**src/design/assert_macros.svh**
```systemverilog
// assertion macros for the rtl file arming_state_controller.sv
`ifndef ASSERT_MACROS_SVH
`define ASSERT_MACROS_SVH

// same-cycle implication, checked out of reset
`define ASC_ASSERT_SAME(lbl, ante, cons, msg) \
  lbl: assert property (@(posedge clk) disable iff (!rst_n) (ante) |-> (cons)) \
    else $error(msg);

// next-cycle implication, checked out of reset
`define ASC_ASSERT_NEXT(lbl, ante, cons, msg) \
  lbl: assert property (@(posedge clk) disable iff (!rst_n) (ante) |=> (cons)) \
    else $error(msg);

`endif

```
**src/design/asc_pkg.sv**
```systemverilog
// types, codes and constants of the arming state controller
`timescale 1ns / 1ps

package asc_pkg;

  localparam int NOW_W    = 32;
  localparam int RAW_W    = 11;
  localparam int US_W     = 12;
  localparam int MS_W     = 16;
  localparam int CFG_W    = 16;
  localparam int CFG_IDX_W = 3;

  typedef logic [1:0] mode_t;
  typedef logic [1:0] led_t;
  typedef logic [CFG_IDX_W-1:0] cfg_idx_t;

  localparam mode_t MODE_BOOT   = 2'd0;
  localparam mode_t MODE_PREARM = 2'd1;
  localparam mode_t MODE_ARMED  = 2'd2;
  localparam mode_t MODE_ERROR  = 2'd3;

  localparam led_t LED_BLUE  = 2'd0;
  localparam led_t LED_RED   = 2'd1;
  localparam led_t LED_GREEN = 2'd2;
  localparam led_t LED_OFF   = 2'd3;

  localparam cfg_idx_t REG_NO_SIGNAL     = 3'd0;
  localparam cfg_idx_t REG_ARM_THRESHOLD = 3'd1;
  localparam cfg_idx_t REG_DETECT_TMO    = 3'd2;
  localparam cfg_idx_t REG_HB_INTERVAL   = 3'd3;
  localparam cfg_idx_t REG_PRE_ARM_DELAY = 3'd4;

  localparam logic [US_W-1:0] NO_SIGNAL_RST     = 12'd900;
  localparam logic [US_W-1:0] ARM_THRESHOLD_RST = 12'd1500;
  localparam logic [MS_W-1:0] DETECT_TMO_RST    = 16'd5000;
  localparam logic [MS_W-1:0] HB_INTERVAL_RST   = 16'd1000;
  localparam logic [MS_W-1:0] PRE_ARM_DELAY_RST = 16'd10000;

  localparam logic [RAW_W-1:0] RAW_LOW = 11'd172;
  localparam logic [US_W-1:0]  US_LOW  = 12'd988;

  // (d * 1024) / 1639 == (d * RECIP) >> RECIP_SHIFT for every 11-bit d
  localparam int RECIP_W     = 22;
  localparam int RECIP_SHIFT = 22;
  localparam logic [RECIP_W-1:0] RECIP = 22'd2620481;
  localparam int PROD_W = RAW_W + RECIP_W;

endpackage

```
**src/design/arming_state_controller.sv**
```systemverilog
// arming state controller: mode machine, heartbeat timing and arm channel scaling
// an input transaction is registered in the input register, then in the result register
// throughput: one transaction per cycle while unstalled; mode and times feed back to the next one
// the result register stalls the input register only while out_stall holds a full result
// reset (synchronous, rst_n low): boot detect mode, times zero, registers to defaults
`timescale 1ns / 1ps
`include "assert_macros.svh"

module arming_state_controller (
  input  logic                        clk,
  input  logic                        rst_n,
  input  logic                        cfg_we,
  input  asc_pkg::cfg_idx_t           cfg_index,
  input  logic [asc_pkg::CFG_W-1:0]   cfg_wdata,
  input  logic                        in_valid,
  output logic                        in_stall,
  input  logic [asc_pkg::NOW_W-1:0]   in_now_ms,
  input  logic [asc_pkg::RAW_W-1:0]   in_arm_raw,
  input  logic                        in_link_active,
  input  logic                        in_vtx_detected,
  output logic                        out_valid,
  input  logic                        out_stall,
  output asc_pkg::mode_t              out_mode,
  output asc_pkg::led_t               out_led_colour,
  output logic [asc_pkg::US_W-1:0]    out_arm_us,
  output logic                        out_first_beat_start,
  output logic                        out_heartbeat_send,
  output logic                        out_heartbeat_armed,
  output logic                        out_error_flash_tick
);
  import asc_pkg::*;

  // configuration registers
  logic [US_W-1:0] no_signal_r, arm_thr_r;
  logic [MS_W-1:0] det_tmo_r, hb_int_r, pre_delay_r;

  always_ff @(posedge clk) begin
    if (!rst_n) begin
      no_signal_r <= NO_SIGNAL_RST;
      arm_thr_r   <= ARM_THRESHOLD_RST;
      det_tmo_r   <= DETECT_TMO_RST;
      hb_int_r    <= HB_INTERVAL_RST;
      pre_delay_r <= PRE_ARM_DELAY_RST;
    end else if (cfg_we) begin
      case (cfg_index)
        REG_NO_SIGNAL:     no_signal_r <= cfg_wdata[US_W-1:0];
        REG_ARM_THRESHOLD: arm_thr_r   <= cfg_wdata[US_W-1:0];
        REG_DETECT_TMO:    det_tmo_r   <= cfg_wdata;
        REG_HB_INTERVAL:   hb_int_r    <= cfg_wdata;
        REG_PRE_ARM_DELAY: pre_delay_r <= cfg_wdata;
        default: ;
      endcase
    end
  end

  // input register
  logic             s1_vld_r;
  logic [NOW_W-1:0] s1_now_r;
  logic [RAW_W-1:0] s1_raw_r;
  logic             s1_link_r, s1_det_r;

  logic out_vld_r;
  logic adv;

  assign adv      = !out_vld_r || !out_stall;
  assign in_stall = s1_vld_r && !adv;

  always_ff @(posedge clk) begin
    if (!rst_n) begin
      s1_vld_r <= 1'b0;
    end else if (!in_stall) begin
      s1_vld_r <= in_valid;
    end
  end

  always_ff @(posedge clk) begin
    if (!in_stall && in_valid) begin
      s1_now_r  <= in_now_ms;
      s1_raw_r  <= in_arm_raw;
      s1_link_r <= in_link_active;
      s1_det_r  <= in_vtx_detected;
    end
  end

  // arm channel scaling: clamp low end, constant reciprocal multiply, zero when the link is down
  logic [RAW_W-1:0]  raw_c, raw_d;
  logic [PROD_W-1:0] prod;
  logic [US_W-1:0]   us_c;
  logic              present;

  always_comb begin
    raw_c = (s1_raw_r < RAW_LOW) ? RAW_LOW : s1_raw_r;
    raw_d = raw_c - RAW_LOW;
    prod  = {{RECIP_W{1'b0}}, raw_d} * {{RAW_W{1'b0}}, RECIP};
    us_c  = s1_link_r ? (US_LOW + {1'b0, prod[RECIP_SHIFT +: RAW_W]}) : '0;
    present = s1_link_r && (us_c > no_signal_r);
  end

  // mode machine state
  mode_t            mode_r, mode_nxt;
  logic [NOW_W-1:0] entry_r, entry_nxt;
  logic [NOW_W-1:0] beat_r, beat_nxt;
  logic [NOW_W-1:0] since_entry, since_beat;
  logic             hb_due;
  logic             fbs, hb, hb_armed, flash;
  led_t             led;

  always_comb begin
    since_entry = s1_now_r - entry_r;
    since_beat  = s1_now_r - beat_r;
    hb_due      = since_beat > {{(NOW_W-MS_W){1'b0}}, hb_int_r};
    mode_nxt  = mode_r;
    entry_nxt = entry_r;
    beat_nxt  = beat_r;
    fbs       = 1'b0;
    hb        = 1'b0;
    hb_armed  = 1'b0;
    flash     = 1'b0;
    case (mode_r)
      MODE_BOOT: begin
        if (s1_det_r) begin
          fbs       = 1'b1;
          mode_nxt  = MODE_PREARM;
          entry_nxt = s1_now_r;
        end else if (since_entry > {{(NOW_W-MS_W){1'b0}}, det_tmo_r}) begin
          mode_nxt  = MODE_ERROR;
          entry_nxt = s1_now_r;
        end
      end
      MODE_PREARM: begin
        if (hb_due) begin
          hb       = 1'b1;
          beat_nxt = s1_now_r;
        end
        // switch high arms at once; without signal arm after the delay
        if (present) begin
          if (us_c >= arm_thr_r) begin
            mode_nxt  = MODE_ARMED;
            entry_nxt = s1_now_r;
          end
        end else if (since_entry > {{(NOW_W-MS_W){1'b0}}, pre_delay_r}) begin
          mode_nxt  = MODE_ARMED;
          entry_nxt = s1_now_r;
        end
      end
      MODE_ARMED: begin
        if (hb_due) begin
          hb       = 1'b1;
          hb_armed = 1'b1;
          beat_nxt = s1_now_r;
        end
        if (present && us_c < arm_thr_r) begin
          mode_nxt  = MODE_PREARM;
          entry_nxt = s1_now_r;
        end
      end
      default: begin
        flash = 1'b1;
      end
    endcase
    case (mode_nxt)
      MODE_BOOT:   led = LED_BLUE;
      MODE_PREARM: led = LED_RED;
      MODE_ARMED:  led = LED_GREEN;
      default:     led = LED_OFF;
    endcase
  end

  logic fire;
  assign fire = s1_vld_r && adv;

  always_ff @(posedge clk) begin
    if (!rst_n) begin
      mode_r  <= MODE_BOOT;
      entry_r <= '0;
      beat_r  <= '0;
    end else if (fire) begin
      mode_r  <= mode_nxt;
      entry_r <= entry_nxt;
      beat_r  <= beat_nxt;
    end
  end

  // result register
  always_ff @(posedge clk) begin
    if (!rst_n) begin
      out_vld_r <= 1'b0;
    end else if (adv) begin
      out_vld_r <= s1_vld_r;
    end
  end

  always_ff @(posedge clk) begin
    if (fire) begin
      out_mode             <= mode_nxt;
      out_led_colour       <= led;
      out_arm_us           <= us_c;
      out_first_beat_start <= fbs;
      out_heartbeat_send   <= hb;
      out_heartbeat_armed  <= hb_armed;
      out_error_flash_tick <= flash;
    end
  end

  assign out_valid = out_vld_r;

  `ASC_ASSERT_NEXT(a_error_sticky, mode_r == MODE_ERROR, mode_r == MODE_ERROR, "error mode left")
  `ASC_ASSERT_SAME(a_fbs_prearm, out_vld_r && out_first_beat_start, out_mode == MODE_PREARM, "first beat outside pre-arm")
  `ASC_ASSERT_SAME(a_hb_armed, out_vld_r && out_heartbeat_armed, out_heartbeat_send && out_mode != MODE_BOOT, "armed flag without heartbeat")
  `ASC_ASSERT_SAME(a_flash_error, out_vld_r && out_error_flash_tick, out_mode == MODE_ERROR && !out_heartbeat_send, "flash tick outside error")

endmodule
```
**config.mk**
```make
export PLATFORM = sky130hd
export DESIGN_NAME = arming_state_controller
export DESIGN_NICKNAME = d
export VERILOG_FILES = /design/src/design/asc_pkg.sv /design/src/design/arming_state_controller.sv
export VERILOG_INCLUDE_DIRS = /design/src /design/src/design
export SDC_FILE = /design/constraint.sdc
export NUM_CORES = 1
export LEC_CHECK = 0
export BUFFER_PORTS_ARGS = -buffer_cell sky130_fd_sc_hd__buf_2
export CAP_MARGIN = 20
export CORE_MARGIN = 1.5
export CORE_UTILIZATION = 63
export DETAILED_ROUTE_END_ITERATION = 8
export GPL_TIMING_DRIVEN = 0
export PLACE_DENSITY = 0.82
export SLEW_MARGIN = 5
export SYNTH_ARGS = -nofsm -noshare
export SYNTH_HDL_FRONTEND = slang
export SYNTH_SLANG_ARGS = --single-unit
```
**constraint.sdc**
```tcl
create_clock -name clk -period 18.1 [get_ports clk]
set_input_delay 0.905 -clock clk [delete_from_list [all_inputs] [get_ports clk]]
set_output_delay 0.905 -clock clk [all_outputs]
set_load 0.03 [all_outputs]
```
### After elaboration in Yosys (flattened, before gate mapping)

Cells that the tools add are included.

* register bits: 205
* output and inout port bits: 22
* bits of input ports: 69
* logic and storage cells: 88

* reductions and logical operators: 23
* eq/ne operators: 12
* muxes and demuxes: 20
* multiply operators: 1
* magnitude comparators: 7
* $add $sub $neg: 4

Operators with widths (number)
* 32-bit 2-to-1 mux: 6
* 32-bit by 16-bit greater-than comparator with 1-bit output: 3
* 32-bit one-hot mux with 3 select lines: 1
* 32-bit subtractor: 2
* 11-bit by 22-bit multiplier with 33-bit output (second input constant): 1
* 10-bit by 11-bit adder with 12-bit output (first input constant): 1
* 12-bit >= comparator: 1
* 12-bit greater-than comparator: 1
* 12-bit less-than comparator: 1
* 12-bit 2-to-1 mux: 1
* 2-bit 2-to-1 mux: 6
* 2-bit one-hot mux with 3 select lines: 2
* 11-bit by 8-bit less-than comparator with 1-bit output (second input constant): 1
* 11-bit 2-to-1 mux: 1
* 11-bit by 8-bit subtractor with 11-bit output (second input constant): 1
* 2-bit AND reduction: 5
* 3-bit != test (second input constant): 3
* 3-bit by 2-bit equality test with 1-bit output (second input constant): 2
* 6-bit AND reduction: 1
* 1-bit logical AND: 5
* 2-bit by 1-bit equality test with 1-bit output (second input constant): 2
* 2-bit equality test (second input constant): 2
* 1-bit logical NOT: 4
* 2-bit logical NOT: 2
* 10 further kinds: 12

### Depth between registers and ports, before layout

Gate-level depths: netlist (run 1).

* depth in word-level cells: 13
* mapped depth: 51
* gate-level depth less buffers: 48

### Least setup slack after synthesis (run 1)

No wires, ideal clock.

* path type: flip-flop to flip-flop
* start point: register s1_raw_r[5]
* end point: register entry_r[10]
* clock period less this slack: 10.816 ns
* setup slack: 7.284 ns
* arrival time: 10.698 ns
* data required time: 17.982 ns
* buffers on the path: 3
* library setup time: 0.118 ns
* cell stages (with the launch flop): 48
* path through: edfxtp_1 > clkbuf_1 > a21oi_1 > o21ai_1 > nand2b_1 > ha_1 > o21a_1 > o21ai_0 > nand2_1 > or3_1 > xor2_1 > fa_1 > inv_1 > fa_1 > inv_1 > fa_1 > inv_1 > fa_1 > (+12 left out) > a21oi_1 > nor4b_2 > nor2_1 > a31o_2 > a211oi_1 > mux2i_1 > ha_1 > nand4_1 > or2_2 > o221ai_1 > o311a_1 > o2111ai_1 > and2_1 > or3_1 > or3_1 > buf_6 > buf_12 > mux2i_1

* longest elaborated chain between the ends: 11
* elaborated cells on any way between the ends: 17
* those cells by class: add/sub: 2; mul: 1; order compare: 4; eq/ne: 3; mux: 4; reduce/logical: 3

Ends and longest elaborated chain
* start, declared: RTL line arming_state_controller.sv:59 `logic [RAW_W-1:0] s1_raw_r;`
* start signal, assigned: RTL line arming_state_controller.sv:79 `s1_raw_r <= in_arm_raw;`
* 11-bit by 8-bit less-than comparator with 1-bit output: RTL line arming_state_controller.sv:92 `raw_c = (s1_raw_r < RAW_LOW) ? RAW_LOW : s1_raw_r;`
* 11-bit 2-to-1 mux (*): RTL line arming_state_controller.sv:92
* 11-bit by 8-bit subtractor with 11-bit output (*): RTL line arming_state_controller.sv:93 `raw_d = raw_c - RAW_LOW;`
* 11-bit by 22-bit multiplier with 33-bit output (*): RTL line arming_state_controller.sv:94 `prod = {{RECIP_W{1'b0}}, raw_d} * {{RAW_W{1'b0}}, RECIP};`
* 10-bit by 11-bit adder with 12-bit output (*): RTL line arming_state_controller.sv:95 `us_c = s1_link_r ? (US_LOW + {1'b0, prod[RECIP_SHIFT +: RAW_W]}) : '0;`
* 12-bit 2-to-1 mux (*): RTL line arming_state_controller.sv:95
* named net us_c[10]: RTL line arming_state_controller.sv:88 `logic [US_W-1:0] us_c;`
* 12-bit greater-than comparator: RTL line arming_state_controller.sv:96 `present = s1_link_r && (us_c > no_signal_r);`
* 1-bit logical AND: RTL line arming_state_controller.sv:96
* 1-bit logical AND: RTL line arming_state_controller.sv:152 `if (present && us_c < arm_thr_r) begin`
* 2-bit != test (no line)
* 6-bit AND reduction (no line)
* end signal, assigned: RTL line arming_state_controller.sv:179 `entry_r <= entry_nxt;`
* end, declared: RTL line arming_state_controller.sv:101 `logic [NOW_W-1:0] entry_r, entry_nxt;`

The timed path passes the listed nets; every way through them passes the cells marked *.
A chain may end at the register's enable or synchronous reset.

### Final worst setup path (run 1)

* start point: register s1_raw_r[5]
* end point: register entry_r[27]

The elaborated chain is that of the path after synthesis.

==> results of run 1 <==
[cell usage after synthesis (6+ instances only)]
master | count | share of area
nand2_1 | 299 | 0.068
inv_1 | 263 | 0.060
ha_1 | 211 | 0.16
a21oi_1 | 148 | 0.045
dfxtp_1 | 140 | 0.17
mux2i_1 | 72 | 0.044
nor2_1 | 68 | 0.016
edfxtp_1 | 64 | 0.12
o21ai_0 | 58 | 0.018
clkbuf_1 | 55 | 0.013
fa_1 | 54 | 0.066
a21o_1 | 50 | 0.023
xnor2_1 | 41 | 0.022
o211ai_1 | 38 | 0.017
nand4_1 | 27 | 0.010
o21a_1 | 26 | 0.012
nor3_1 | 23 | 0.0070
nand3_1 | 22 | 0.0067
and2_1 | 19 | 0.0072
nand2b_1 | 18 | 0.0069
xor2_1 | 18 | 0.0096
nor2b_1 | 16 | 0.0061
nor4_1 | 12 | 0.0046
a211oi_1 | 11 | 0.0050
and3_1 | 11 | 0.0042
or3_1 | 11 | 0.0042
o21bai_1 | 9 | 0.0041
a31oi_1 | 8 | 0.0030
and4_1 | 7 | 0.0037
o21ai_1 | 7 | 0.0021
o22ai_1 | 7 | 0.0027
or2_2 | 7 | 0.0027
a2111oi_0 | 6 | 0.0032
a21boi_0 | 6 | 0.0027
[power breakdown]
group | leakage, nW | internal [mW] | switching, mW
clock | 0.360 | 0.265 | 0.189
sequential | 1.76 | 0.557 | 0.0191
combinational | 5.79 | 1.17 | 1.64
total | 7.91 | 2.00 | 1.85
[cells by family after synthesis]
kind of cell / Yosys count / share of synthesized area
buf+inv: 326 / 0.0784
fa+ha+maj: 265 / 0.227
flops: 204 / 0.288
mux: 73 / 0.0446
simple gates: 563 / 0.159
xor+xnor: 59 / 0.0315
compound gates: 432 / 0.172
[flip-flops by register name (all words and copies together), names as in the netlist]
register and flops:
det_tmo_r 16, out_arm_us 12, s1_vld_r 1, out_error_flash_tick 1, s1_link_r 1, s1_raw_r 11
hb_int_r 16, out_mode 2, out_valid 1, s1_now_r 32, out_heartbeat_armed 1, beat_r 32
entry_r 32, arm_thr_r 12, out_first_beat_start 1, out_heartbeat_send 1, pre_delay_r 16, mode_r 2
out_led_colour 1, no_signal_r 12, s1_det_r 1
[routing by layer]
metal	GRT usage	up-vias	part of all wire
met3	0.0337	106	0.064
met1	0.391	6586	0.43
met4	0.125	0	0.037
li1	-	6883	-
met5	0	-	0
met2	0.530	488	0.47
[through the flow]
step / instance area [sq um] / utilization
global route: 18000 / 0.710
finish: 18000 / 0.710
floorplan: 16400 / -
global placement: 17300 / 0.680
detailed placement: 17300 / 0.681
CTS: 18000 / 0.710
[layout make-up]
| type | instances | area (sq um) |
|---|---|---|
| clock buffer | 30 | 602 |
| inverter | 263 | 987 |
| multi-input combinational | 1392 | 10400 |
| buffer | 63 | 300 |
| tap | 330 | 413 |
| timing repair buffer | 89 | 460 |
| sequential | 204 | 4720 |
| clock inverter | 12 | 126 |
| fill | 2036 | 7370 |
[final timing paths]
path / slack (ps) / endpoint / start
worst max-delay path: 5380 / entry_r[27] / s1_raw_r[5]
worst min-delay path: 460 / beat_r[25] / beat_r[25]
worst max register to register: 5380 / entry_r[27] / s1_raw_r[5]
worst min register to register: 460 / beat_r[25] / beat_r[25]
[critical path, delay by kind of cell, from the launching register on]
family,cells,cell delay [ps]
simple gates,16,3870
fa+ha+maj,9,3830
compound gates,12,2630
buf+inv,7,960
mux,2,530
xor+xnor,2,400
flops,1,320
==> results.cfg, run 1 <==
[setup_path]
critPathMaxFanout = 10
slowest_delay_ps = 640
cp.arrival_ps = 13120
crit_top_cell = fa_1
cp-start-kind = flop
path_class = reg -> reg
critPathRequiredTime_ps = 18500
critPathSlowestCell = fa_1
reg2reg_depth = 48
critPathCaptureType = flop

[final_layout]
layout_common_cells = nand2_1, inv_1, ha_1
final_cells = 2383
nets = 2370
area_delta_synth_final_pct = 9.80
diodes = 0
mostFrequentLayoutCell = nand2_1
layout-drive-gt1-share = 0.0736

[synthesis]
yosysWarnings = 0
netlist_instances = 1922
ys_ff_latch = 204
yosys_most_used_dff = dfxtp_1
synth_nets = 2256
syn_avg_cell_area_sq_um = 8.54
synthDistinctLibCells = 77
synth_edf_count = 64
synth_area_sq_um = 16400
ys_async_sr_fraction = 0
yosysSeqAreaShare = 0.288

[timing]
hold_viol = 0
skew_ps = 19.0
slew_viol_final = 0
rsz0062_at_grt = no
min_period_over_period = 0.703
max-slew-margin-rel = 0.392
worst_slack_ps = 5380
fmax_mhz = 78.6
fin_crit_ps = 12720
tightest_slew_ps = 906
fin_tns_setup_ps = 0
setup_violations = 0
hold_ws_ps = 459

[hold_path]
hp-class = reg -> reg
hold_depth = 2

[clocking]
htree_num_levels = 1
cts_resized = 0
cts_tree = yes
cts.sinks = 204
cts-root-buf = clkbuf_16
clock_path_buffers = 3
post_cts_buffers = 0
numCtsBuffers = 23
insertion_delay_ps = 530
clkSlewWorstSetupHoldPaths_ps = 60
hold_buffers = 0

[grt]
groute.usage.overall = 0.306
grt_pass1_vias = 13900
grt_start_max_net_pins = 32
grt_pass1_wl_um = 66200
antenna_found_initial = 0
grt_overflow = 0

[drt]
drt_iter0_drc = 1001
ant_nets = 0
first_pass_iters = 6
drc = 0
routed_wl_um = 40800
wl_per_cell_um = 17.1
via_per_inst = 5.90
vias = 14100

[placement]
gp_congestion = 0.960
place_inst = 2341
preCtsSetupSlack_ps = 5670
hpwl_um = 32400
portBuffers = 88

[floorplanning]
die_height_um = 164
die_area_sq_um = 27000
ios = 91
initial_core_util = 0.647
die_x_um = 164
rows = 58
coreArea_sq_um = 25400

[power_and_ir_drop]
power-per-cell-area_nw_per_um2 = 213
ir_worst_vdd_uv = 292
p_total_mw = 3.84
leakagePower_nw = 7.91

[job]
drv_cap = 0

[run_status]
outcome = finished clean
Note: power is estimated with default switching activity, not from simulation.
==> inputs of run 2 (changes only) <==
==> constraint.sdc (replaced) <==
create_clock -name clk -period 13 [get_ports clk]
set_input_delay 0.65 -clock clk [delete_from_list [all_inputs] [get_ports clk]]
set_output_delay 0.65 -clock clk [all_outputs]
set_load 0.03 [all_outputs]
==> run 2 against run 1 <==
Net effect: die area unchanged; register-to-register slack got worse by 4700 ps; combinational power increased by 42%; flip-flop and latch count unchanged; sequential power increased by 39%; clock power increased by 39%; worst setup slack got worse by 4700 ps; critical path type unchanged.
==> results.cfg, run 2 (synthesized netlist as in run 1, its figures left out) <==
[run_status]
outcome = finished clean

[final_layout]
nets = 2371
mostFrequentLayoutCell = nand2_1
final_cells = 2384
final_cell_area_sq_um = 18100
fill_cells = 2026
layout-drive-gt1-share = 0.0764
utilization = 0.712
layout_common_cells = nand2_1, inv_1, ha_1
diodes = 0
area_delta_synth_final_pct = 10.1
largest_registers = beat_r x32, entry_r x32, s1_now_r x32

[job]
drv_cap = 0

[drt]
ant_nets = 0
met1_length_um = 17600
routed_wl_um = 41000
wl_met3_um = 2570
first_pass_iters = 7
dr_wl_met2_um = 19300
vias = 14100
drc = 0
wl_per_cell_um = 17.2
drt_iter0_drc = 1111
top_layer_used = met4
via_per_inst = 5.92

[clocking]
clkSlewWorstSetupHoldPaths_ps = 60
cts_tree = yes
cts.sinks = 204
cts-root-buf = clkbuf_16
insertion_delay_ps = 530
hold_buffers = 0
numCtsBuffers = 23
clock_path_buffers = 3
htree_num_levels = 1

[floorplanning]
die_height_um = 164
die_x_um = 164
ios = 91
die_area_sq_um = 27000
coreArea_sq_um = 25400
initial_core_util = 0.647
rows = 58

[setup_path]
critPathCaptureType = flop
cp-startpoint = s1_raw_r[6]
slowest_delay_ps = 620
cp.arrival_ps = 12720
worst-path-buf-inv = 7
reg2reg_depth = 47
crit-reg2reg-launch = s1_raw_r[6]
path_depth = 47
path_class = reg -> reg
critPathCapture = entry_r[27]
critPathMaxFanout = 10
crit_top_cell = fa_1
critPathRequiredTime_ps = 13400
r2r_slack_ps = 670
r2r_end = entry_r[27]
critPathSlowestCell = fa_1
path_delay_family = adder cells
cp-start-kind = flop

[placement]
place_inst = 2341
portBuffers = 88
preCtsSetupSlack_ps = 573
hpwl_um = 32400
place_area_sq_um = 17300
gp_congestion = 0.960

[hold_path]
hp-class = in -> reg

[power_and_ir_drop]
leakagePower_nw = 7.94
power-per-cell-area_nw_per_um2 = 300
ir_worst_vdd_uv = 472

[timing]
min_period_over_period = 0.948
fmax_mhz = 81.1
hold_ws_ps = 295
slew_viol_final = 0
worst_slack_ps = 674
hold_viol = 0
skew_ps = 17.4
tightest_slew_ps = 875
setup_violations = 0
fin_crit_ps = 12330
max-slew-margin-rel = 0.416

[grt]
grt_start_max_net_pins = 32
grt_overflow = 0
grt_pass1_wl_um = 66200
groute.usage.overall = 0.306
grt_pass1_vias = 13900
antenna_found_initial = 0
-- run 2: layer usage --
layer  vias to the layer above  global-route usage
met5                         -                   0
met4                         0               0.125
li1                       6885                   -
met3                       112              0.0337
met2                       493               0.530
met1                      6629               0.391
-- run 2: power by group --
part	internal, mW	leakage, nW	total, mW	switching (mW)
Combinational	1.67	5.82	3.99	2.32
Clock	0.369	0.360	0.631	0.262
Sequential	0.776	1.76	0.803	0.0273
Total	2.82	7.94	5.43	2.61
-- run 2: stage by stage --
stage | power, mW | setup TNS, ps
2_1_floorplan | 3.80 | 0
3_3_place_gp | 4.50 | 0
3_5_place_dp | 4.68 | 0
4_1_cts | 5.34 | 0
5_1_grt | 5.97 | -372
6_report | 5.43 | 0
-- run 2: how the worst min path moves through the flow --
stage,endpoint,cells past startpoint,slack [ps],from
after floorplan,beat_r[10],2,430,beat_r[10]
after global placement,det_tmo_r[5],2,440,det_tmo_r[5]
after detailed placement,arm_thr_r[9],2,450,arm_thr_r[9]
after CTS,s1_now_r[1],1,280,in_now_ms[1]
after global routing,s1_now_r[2],1,280,in_now_ms[2]
final,s1_now_r[2],1,290,in_now_ms[2]
-- run 2: timing repair --
action                     CTS  global route
setup endpoints to repair    0            37
buffers inserted             0             2
gates resized for setup      0             6
-- run 2: cell type report --
class / instances / area (sq um) / share of cell area
Multi-Input combinational cell: 1392 / 10400 / 0.578
Tap cell: 330 / 413 / 0.0228
Clock buffer: 30 / 602 / 0.0333
Buffer: 62 / 297 / 0.0164
Sequential cell: 204 / 4720 / 0.261
Timing Repair Buffer: 91 / 475 / 0.0263
Clock inverter: 12 / 126 / 0.00699
Inverter: 263 / 987 / 0.0546
==> inputs of run 3 (changes only) <==
--- a/config.mk
+++ b/config.mk
@@ -6,6 +6,7 @@
 export SDC_FILE = /design/constraint.sdc
 export NUM_CORES = 1
 export LEC_CHECK = 0
+export ABC_AREA = 1
 export BUFFER_PORTS_ARGS = -buffer_cell sky130_fd_sc_hd__buf_2
 export CAP_MARGIN = 20
 export CORE_MARGIN = 1.5
==> run 3 against run 2 <==
Net effect: sequential share of layout area decreased by 2.0 points; critical path type unchanged; via count increased by 19%; utilization decreased by 0.66 points; worst hold slack got worse by 22 ps; critical endpoint is now entry_r[30]; highest routed layer unchanged.
==> results.cfg, run 3 <==
[timing]
rsz0062_at_grt = no
fin_crit_ps = 11020
tightest_slew_ps = 878
hold_viol = 0
skew_ps = 36.8
max-slew-margin-rel = 0.415
fmax_mhz = 90.8
slew_viol_final = 0
setup_violations = 0
min_period_over_period = 0.847
fin_tns_setup_ps = 0

[synthesis]
synth_common_cells = nand2_1, inv_1, nor2_1, ha_1, a21oi_1
ys_ff_latch = 204
syn_avg_cell_area_sq_um = 6.94
yosys_most_used_dff = dfxtp_1
synth_area_sq_um = 17800
yosysSeqAreaShare = 0.265
synth.most_common_cell = nand2_1
netlist.area_leader.share = 0.157
synthDistinctLibCells = 50
netlist_instances = 2566
yosysWarnings = 0
synth_top_area_cell = dfxtp_1
synthTopCellsByArea = dfxtp_1, ha_1, nand2_1
synth_edf_count = 64
ys_async_sr_fraction = 0
synth_nets = 2900

[setup_path]
slowest_delay_ps = 670
critPathSlowestCell = a2111oi_0
cp-start-kind = flop
critPathMaxFanout = 10
cp.arrival_ps = 11420
critPathRequiredTime_ps = 13410
path_class = reg -> reg
crit_top_cell = nand2_1
critPathCaptureType = flop

[clocking]
htree_num_levels = 1
clock_path_buffers = 3
cts-root-buf = clkbuf_16
post_cts_buffers = 0
numCtsBuffers = 24
cts.sinks = 204
hold_buffers = 0
cts_tree = yes
clkSlewWorstSetupHoldPaths_ps = 60
cts_resized = 0
insertion_delay_ps = 550

[drt]
via_per_inst = 5.48
vias = 16900
ant_nets = 0
routed_wl_um = 49200
drc = 0
first_pass_iters = 5
drt_iter0_drc = 1560
wl_per_cell_um = 16.0

[floorplanning]
die_area_sq_um = 29300
coreArea_sq_um = 27800
rows = 61
die_x_um = 171
ios = 91
initial_core_util = 0.641
die_height_um = 171

[grt]
grt_start_max_net_pins = 40
use_met3 = 0.0465
busiest_layer = met2
antenna_found_initial = 0
grt_pass1_vias = 15700
groute.usage.overall = 0.338
grt_overflow = 0
use_met2 = 0.568
use_met1 = 0.444
grt_pass1_wl_um = 77200

[final_layout]
diodes = 0
fill_cells = 2449
final_cells = 3079
multi_input_comb_area_sq_um = 10800
nets = 3017
area_delta_synth_final_pct = 10.0
layout_common_cells = nand2_1, inv_1, nor2_1
mostFrequentLayoutCell = nand2_1
layout-drive-gt1-share = 0.0752
largest_registers = beat_r x32, entry_r x32, s1_now_r x32
seq_area_sq_um = 4720

[placement]
place_inst = 3035
hpwl_um = 40600
gp_congestion = 1.00
portBuffers = 89

[hold_path]
hp-class = in -> reg

[run_status]
outcome = finished clean

[job]
drv_cap = 0
==> run 3: kinds of logic after synthesis <==
group                    synth area share
AND/OR/NAND/NOR                     0.256
buffers and inverters               0.131
AO/OA/AOI/OAI                       0.117
adder cells (fa/ha/maj)             0.209
flip-flops                          0.265
XOR/XNOR                           0.0216
==> run 3: final cells by class <==
class | instances | area share
Clock inverter | 17 | 0.00984
Inverter | 547 | 0.105
Buffer | 50 | 0.0141
Clock buffer | 27 | 0.0328
Sequential cell | 204 | 0.241
Timing Repair Buffer | 91 | 0.0241
Tap cell | 378 | 0.0241
Multi-Input combinational cell | 1765 | 0.549
==> run 3: layer usage <==
layer,routed length [um],vias to the layer above,part of all wire
li1,-,8427,-
met1,22000,7756,0.45
met2,22100,569,0.45
met3,3430,109,0.070
met4,1760,0,0.036
met5,0,-,0
==> run 3: critical path: cells and delay by family, from the launching register on <==
kind / cells / cell delay, ps
AND/OR/NAND/NOR: 25 / 3380
XOR/XNOR: 1 / 250
AO/OA/AOI/OAI: 6 / 1960
adder cells (fa/ha/maj): 9 / 3860
buffers and inverters: 8 / 990
flip-flops: 1 / 440
==> run 3: final timing paths <==
| kind | cells past startpoint | slack (ps) | start | to |
|---|---|---|---|---|
| setup / recovery | 49 | 1980 | s1_raw_r[4] | entry_r[30] |
| hold / removal | 1 | 270 | in_now_ms[5] | s1_now_r[5] |
| hold reg to reg | 2 | 460 | det_tmo_r[1] | det_tmo_r[1] |
| setup reg to reg | 49 | 1980 | s1_raw_r[4] | entry_r[30] |
==> run 3: through the flow <==
| step | worst slack, ps | cell area (sq um) | util | hold WS [ps] |
|---|---|---|---|---|
| floorplan | 4370 | 17800 | - | 435 |
| global placement | 2390 | 18700 | 0.674 | 451 |
| detailed placement | 2180 | 18700 | 0.675 | 453 |
| CTS | 2150 | 19600 | 0.705 | 259 |
| global route | 1150 | 19600 | 0.705 | 260 |
| finish | 1980 | 19600 | 0.705 | 273 |
Power of run 3 is left out: the tool's default activity adds up to more than one toggle a clock period on the data nets, which glitch-free logic cannot reach.
